**src/imm_pkg.sv**
```systemverilog
`default_nettype none
// ----------------------------------------------------------------------------
// imm_pkg
// Shared widths, register codes and controller/datapath bundles for the
// integer matrix multiply core.
// ----------------------------------------------------------------------------
package imm_pkg;

    // Matrix geometry
    localparam int MAX_DIM   = 8;
    localparam int DEPTH     = MAX_DIM * MAX_DIM;
    localparam int DATA_W    = 32;
    localparam int DIM_W     = 4;
    localparam int IDX_W     = $clog2(MAX_DIM);
    localparam int ADDR_W    = $clog2(DEPTH);
    localparam int SIZE_W    = ADDR_W + 1;

    // Configuration register map
    localparam int CFG_IDX_W = 2;
    localparam logic [CFG_IDX_W-1:0] REG_ROWS_A     = 2'd0;
    localparam logic [CFG_IDX_W-1:0] REG_INNER_SIZE = 2'd1;
    localparam logic [CFG_IDX_W-1:0] REG_COLS_B     = 2'd2;

    typedef logic [DATA_W-1:0] data_t;
    typedef logic [DIM_W-1:0]  dim_t;
    typedef logic [IDX_W-1:0]  idx_t;
    typedef logic [ADDR_W-1:0] addr_t;

    // Controller to datapath commands
    typedef struct packed {
        logic  load_en;   // write the accepted element
        logic  load_b;    // 0: matrix A store, 1: matrix B store
        addr_t load_addr;
        logic  rd_en;     // issue one multiply-accumulate term
        addr_t a_addr;
        addr_t b_addr;
        logic  k_first;   // first term of a product element
        logic  k_last;    // last term of a product element
        idx_t  row;
        idx_t  col;
        logic  last;      // final element of the product matrix
    } cmd_t;

    // Datapath to controller status
    typedef struct packed {
        logic idle;       // pipeline empty and no result waiting in accumulator
    } sts_t;

    // Out-of-range dimensions clamp to 1..MAX_DIM
    function automatic dim_t eff_dim(input dim_t v);
        dim_t r;
        if (v == '0)
            r = dim_t'(1);
        else if (v > dim_t'(MAX_DIM))
            r = dim_t'(MAX_DIM);
        else
            r = v;
        return r;
    endfunction

endpackage
`default_nettype wire

```
**src/imm_ctrl.sv**
```systemverilog
`default_nettype none
// ----------------------------------------------------------------------------
// imm_ctrl
// Controller: holds the dimension registers, sequences the load of A and B,
// then walks row, column and inner index to issue multiply-accumulate terms.
// ----------------------------------------------------------------------------
module imm_ctrl
    import imm_pkg::*;
(
    input  wire logic                 clk,
    input  wire logic                 rst_n,
    input  wire logic                 in_valid,
    output logic                      in_ready,
    input  wire logic                 cfg_valid,
    output logic                      cfg_ready,
    input  wire logic [CFG_IDX_W-1:0] cfg_index,
    input  wire dim_t                 cfg_data,
    input  wire sts_t                 sts,
    output cmd_t                      cmd
);

    localparam logic [1:0] ST_LOAD  = 2'd0;
    localparam logic [1:0] ST_ISSUE = 2'd1;
    localparam logic [1:0] ST_WAIT  = 2'd2;

    logic [1:0]  state_reg, state_next;
    dim_t        rows_reg, inner_reg, cols_reg;
    addr_t       cnt_reg;
    logic        phase_b_reg;
    idx_t        r_reg, c_reg, k_reg;
    logic        done_reg;

    dim_t        m_eff, n_eff, p_eff;
    logic [SIZE_W-1:0] size_a, size_b, cnt_plus;
    logic        accept, cfg_wr, load_last, k_end, r_end, c_end;

    assign m_eff  = eff_dim(rows_reg);
    assign n_eff  = eff_dim(inner_reg);
    assign p_eff  = eff_dim(cols_reg);
    assign size_a = SIZE_W'(m_eff) * SIZE_W'(n_eff);
    assign size_b = SIZE_W'(n_eff) * SIZE_W'(p_eff);

    assign in_ready  = (state_reg == ST_LOAD);
    assign cfg_ready = 1'b1;
    assign accept    = in_valid && in_ready;
    assign cfg_wr    = cfg_valid && (cfg_index == REG_ROWS_A || cfg_index == REG_INNER_SIZE
                                     || cfg_index == REG_COLS_B);

    assign cnt_plus  = SIZE_W'(cnt_reg) + SIZE_W'(1);
    assign load_last = phase_b_reg && (cnt_plus == size_b);

    assign k_end = ({1'b0, k_reg} == n_eff - dim_t'(1));
    assign r_end = ({1'b0, r_reg} == m_eff - dim_t'(1));
    assign c_end = ({1'b0, c_reg} == p_eff - dim_t'(1));

    // Command bundle
    always_comb
    begin
        cmd.load_en   = accept;
        cmd.load_b    = phase_b_reg;
        cmd.load_addr = cnt_reg;
        cmd.rd_en     = (state_reg == ST_ISSUE);
        cmd.a_addr    = addr_t'(ADDR_W'(r_reg) * ADDR_W'(n_eff) + ADDR_W'(k_reg));
        cmd.b_addr    = addr_t'(ADDR_W'(k_reg) * ADDR_W'(p_eff) + ADDR_W'(c_reg));
        cmd.k_first   = (k_reg == '0);
        cmd.k_last    = k_end;
        cmd.row       = r_reg;
        cmd.col       = c_reg;
        cmd.last      = r_end && c_end;
    end

    // Next state
    always_comb
    begin
        state_next = state_reg;
        unique case (state_reg)
            ST_LOAD:
            begin
                if (accept && load_last)
                    state_next = ST_ISSUE;
            end
            ST_ISSUE:
            begin
                if (k_end)
                    state_next = ST_WAIT;
            end
            ST_WAIT:
            begin
                if (sts.idle)
                    state_next = done_reg ? ST_LOAD : ST_ISSUE;
            end
            default:
            begin
                state_next = ST_LOAD;
            end
        endcase
    end

    // State, counters and configuration
    always_ff @(posedge clk or negedge rst_n)
    begin
        if (!rst_n)
        begin
            state_reg   <= ST_LOAD;
            rows_reg    <= dim_t'(MAX_DIM);
            inner_reg   <= dim_t'(MAX_DIM);
            cols_reg    <= dim_t'(MAX_DIM);
            cnt_reg     <= '0;
            phase_b_reg <= 1'b0;
            r_reg       <= '0;
            c_reg       <= '0;
            k_reg       <= '0;
            done_reg    <= 1'b0;
        end
        else
        begin
            state_reg <= state_next;

            // register writes restart the load
            if (cfg_wr)
            begin
                unique case (cfg_index)
                    REG_ROWS_A:     rows_reg  <= cfg_data;
                    REG_INNER_SIZE: inner_reg <= cfg_data;
                    REG_COLS_B:     cols_reg  <= cfg_data;
                    default:        ;
                endcase
                cnt_reg     <= '0;
                phase_b_reg <= 1'b0;
            end
            else if (accept)
            begin
                if (!phase_b_reg && cnt_plus == size_a)
                begin
                    cnt_reg     <= '0;
                    phase_b_reg <= 1'b1;
                end
                else if (load_last)
                begin
                    cnt_reg     <= '0;
                    phase_b_reg <= 1'b0;
                end
                else
                begin
                    cnt_reg <= addr_t'(cnt_plus);
                end
            end

            // inner index, then column, then row
            if (state_reg == ST_ISSUE)
            begin
                if (k_end)
                begin
                    k_reg    <= '0;
                    done_reg <= r_end && c_end;
                    if (c_end)
                    begin
                        c_reg <= '0;
                        r_reg <= r_end ? '0 : r_reg + idx_t'(1);
                    end
                    else
                    begin
                        c_reg <= c_reg + idx_t'(1);
                    end
                end
                else
                begin
                    k_reg <= k_reg + idx_t'(1);
                end
            end
        end
    end

endmodule
`default_nettype wire

```
**config.mk**
```make
export PLATFORM = sky130hd
export DESIGN_NAME = imm_ctrl
export DESIGN_NICKNAME = d
export VERILOG_FILES = /design/src/imm_pkg.sv /design/src/imm_ctrl.sv
export SDC_FILE = /design/constraint.sdc
export NUM_CORES = 1
export LEC_CHECK = 0
export BUFFER_PORTS_ARGS = -buffer_cell sky130_fd_sc_hd__buf_2
export CAP_MARGIN = 15
export CORE_AREA = 2 2 96 98
export DETAILED_ROUTE_END_ITERATION = 16
export DIE_AREA = 0 0 98 100
export SKIP_CTS_REPAIR_TIMING = 1
export SLEW_MARGIN = 20
export SYNTH_ARGS = -nofsm -noshare
export SYNTH_HDL_FRONTEND = slang
export SYNTH_SLANG_ARGS = --single-unit
```
**constraint.sdc**
```tcl
create_clock -name clk -period 9.2 [get_ports clk]
set_clock_uncertainty 0.05 [all_clocks]
set_input_delay 0.92 -clock clk [delete_from_list [all_inputs] [get_ports clk]]
set_output_delay 0.92 -clock clk [all_outputs]
set_load 0.1 [all_outputs]
```
==> results.sh <==
export IMPL_yosysTopAreaCell="dfrtp_1"
export IMPL_vias_per_cell=5.03
export IMPL_cp_slowest_cell="dfstp_2"
export IMPL_crit_top_cell="fa_1"
export IMPL_cts_sinks=31
export IMPL_drv_slew=0
export IMPL_area_growth_pct=10.3
export IMPL_crit_chain="nand2b_1 > nor2_1 > fa_1 > inv_1 > fa_1 > inv_1 > fa_1 > a21o_1 > a21oi_1 > xnor2_1 > buf_2"
export IMPL_drc=0
export IMPL_rsz0062_at_grt="no"
export IMPL_min_period_ns=4.93
export IMPL_slew_headroom_pct=49.2
export IMPL_clockBufferDepth=2
export IMPL_clk_latency_ns=0.30
export IMPL_cts_buffers=5
export IMPL_status="completed"
export IMPL_yosysMostFrequentCell="ha_1"
export IMPL_dp_hpwl_mm=6.03
export IMPL_synthCells=378
export IMPL_dr_total_vias=2637
export IMPL_drtAntennaViolNets=0
export IMPL_reg2reg_depth=15
export IMPL_fin_util_pct=42.7
export IMPL_p_total_w=0.000971
export IMPL_fin_tns_setup_ns=0
export IMPL_place_gp_congestion=0.796
export IMPL_clk_pin_slew_worst_paths_ns=0.09
export IMPL_nNetsFinal=487
export IMPL_synth_fp_nets=453
export IMPL_first_pass_iters=4
export IMPL_seq_power_share_pct=21.3
export IMPL_hold_class="flop to flop"
export IMPL_dieArea_um2=9800
export IMPL_setup_worst_path_start="cols_reg[3]$_DFFE_PN1P_"
export IMPL_setup_viol=0
export IMPL_overflow=0
export IMPL_fin_crit_sh_pct=53.6
export IMPL_power_switching_w=0.000579
export IMPL_power_share_clock_pct=12.3
export IMPL_crit_path_max_incr_delay_ns=0.64
export IMPL_synth_edf_count=0
export IMPL_comb_power_share_pct=66.4
export IMPL_critPathCapture="cmd[14]"
export IMPL_core_area_um2=8890
export IMPL_wire_per_inst_um=14.2
export IMPL_crit_path_start_kind="flop"
export IMPL_avgSynthCellArea_um2=9.10
export IMPL_htreeDepth=2
export IMPL_syn_cell_area_um2=3440
export IMPL_yosys_warnings=0
export IMPL_endpoint_kind="output port"
export IMPL_drtIter0Drc=110
export IMPL_io_buffers=41
export IMPL_min_path_cells=2
export IMPL_p_leak_nw=2.03
export IMPL_synth_top_area_share_pct=20.4
export IMPL_reg2reg_from="inner_reg[3]$_DFFE_PN1P_"
export IMPL_peakVddDrop_uv=161
export IMPL_cp_arrival_ns=3.96
export IMPL_die_h_um=100
export IMPL_rows=35
export IMPL_cts_root_buf="clkbuf_8"
export IMPL_r2r_setup_slack_ns=4.56
export IMPL_yosysUniqueCellTypes=53
export IMPL_die_x_um=98
export IMPL_p_int_w=0.000392
export IMPL_grt_use_total_pct=16.4
export IMPL_grt_start_max_net_pins=32
export IMPL_swShare_pct=59.7
export IMPL_grt_pass1_vias=2650
export IMPL_path_class="flop to output port"
export IMPL_drive_gt1_share_pct=18.9
export IMPL_ys_seq_elements=31
export IMPL_drt_total_wl_mm=7.45
export IMPL_synth_main_ff_cell="dfrtp_1"
export IMPL_power_per_cell_area_nw_per_um2=256
export IMPL_cts_tree="yes"
export IMPL_path_max_fanout=12
export IMPL_grt_pass1_wl_mm=13.0
export IMPL_largest_reg_flops=6
export IMPL_max_freq_ghz=0.203
export IMPL_synthTopCellsByCount="48 x ha_1, 37 x nand2_1, 36 x nor2_1"
export IMPL_hold_viol=0
export IMPL_cp_required_ns=8.23
export IMPL_start_util_pct=38.7
export IMPL_synthArstFlopShare_pct=100
export IMPL_seq_area_frac_synth_pct=22.7
export IMPL_synthTopCellsByArea="dfrtp_1 20%, ha_1 17%, fa_1 9.3%"
export IMPL_antenna_found_initial=0
export IMPL_rr_endpoint="cnt_reg[0]$_DFFE_PN0P_"
export IMPL_worst_slew_pin_slew_ns=0.761
export IMPL_ioPinCount=43
export IMPL_maxCapViolations=0
export IMPL_antenna_cells=0
cell families after synthesis:
family	synth area share, %
flops	22.7
other cells	0.109
xor+xnor	12.9
fa+ha+maj	26.8
compound gates	10.2
mux	3.89
buf+inv	6.11
simple gates	17.3
layout by cell type, fill, tap and decap left out, types with 3 or more instances in the layout:
master     n
a21oi_1   10
buf_2     41
and2_1     7
fa_1      16
dfstp_2    3
nand2b_1   5
a21o_1     8
and3_1     4
o21ai_1    3
ha_1      48
xnor2_1   34
nor2b_1    5
mux2_2    11
or2_2      3
o21ai_0   11
xor2_1    15
nand3_1    7
nand2_1   37
dfrtp_1   28
inv_1     31
clkinv_1   3
clkbuf_8   5
nand3b_1   4
o31ai_1    4
nor2_1    36
power groups by stage:
stage | Sequential, W | Clock (W) | Combinational [W]
after floorplan | 0.000257 | 0 | 0.000509
after global placement | 0.000209 | 0 | 0.000640
after detailed placement | 0.000210 | 0 | 0.000649
after CTS | 0.000207 | 0.000124 | 0.000651
after global routing | 0.000213 | 0.000130 | 0.000702
final | 0.000207 | 0.000120 | 0.000645
per-layer routing:
metal  share of wire [%]  vias to the layer above  track usage (%)  wire length, um
li1                    -                     1319                -                -
met1                  49                     1252             23.3             3640
met2                  46                       55             26.6             3400
met3                 4.2                       11             2.09              311
met4                 1.3                        0             3.95               97
met5                   0                        -                0                0
worst max-delay path, delay by kind of cell, from the launching register on:
family	cells	cell delay [ns]
fa+ha+maj	3	1.49
compound gates	2	0.37
buf+inv	3	0.56
xor+xnor	1	0.13
flops	1	0.64
simple gates	2	0.47
cell type report:
| cell class | instances | area [um2] |
|---|---|---|
| fillers | 905 | 5090 |
| multi-input cells | 299 | 2450 |
| clock inverters | 3 | 23.8 |
| well taps | 111 | 139 |
| repair buffers | 41 | 205 |
| inverters | 34 | 128 |
| flip-flops and latches | 31 | 779 |
| clock buffers | 5 | 68.8 |
worst min path at each step:
stage / start / end / slack, ns
finish: done_reg$_DFFE_PN0P_ / done_reg$_DFFE_PN0P_ / 0.47
global route: state_reg[0]$_DFFE_PN0P_ / state_reg[1]$_DFFE_PN0P_ / 0.49
CTS: cols_reg[0]$_DFFE_PN0P_ / cols_reg[0]$_DFFE_PN0P_ / 0.47
detailed placement: cols_reg[0]$_DFFE_PN0P_ / cols_reg[0]$_DFFE_PN0P_ / 0.45
global placement: done_reg$_DFFE_PN0P_ / done_reg$_DFFE_PN0P_ / 0.42
floorplan: done_reg$_DFFE_PN0P_ / done_reg$_DFFE_PN0P_ / 0.40
metrics by stage:
step | setup WS (ns) | hold WS, ns | instances | cell area [um2]
finish | 4.27 | 0.470 | 524 | 3790
CTS | 4.26 | 0.474 | 524 | 3790
floorplan | 3.96 | 0.396 | 378 | 3440
detailed placement | 4.59 | 0.455 | 516 | 3700
global route | 4.07 | 0.489 | 524 | 3790
global placement | 4.64 | 0.420 | 516 | 3700
(Power assumes the default switching activity.)
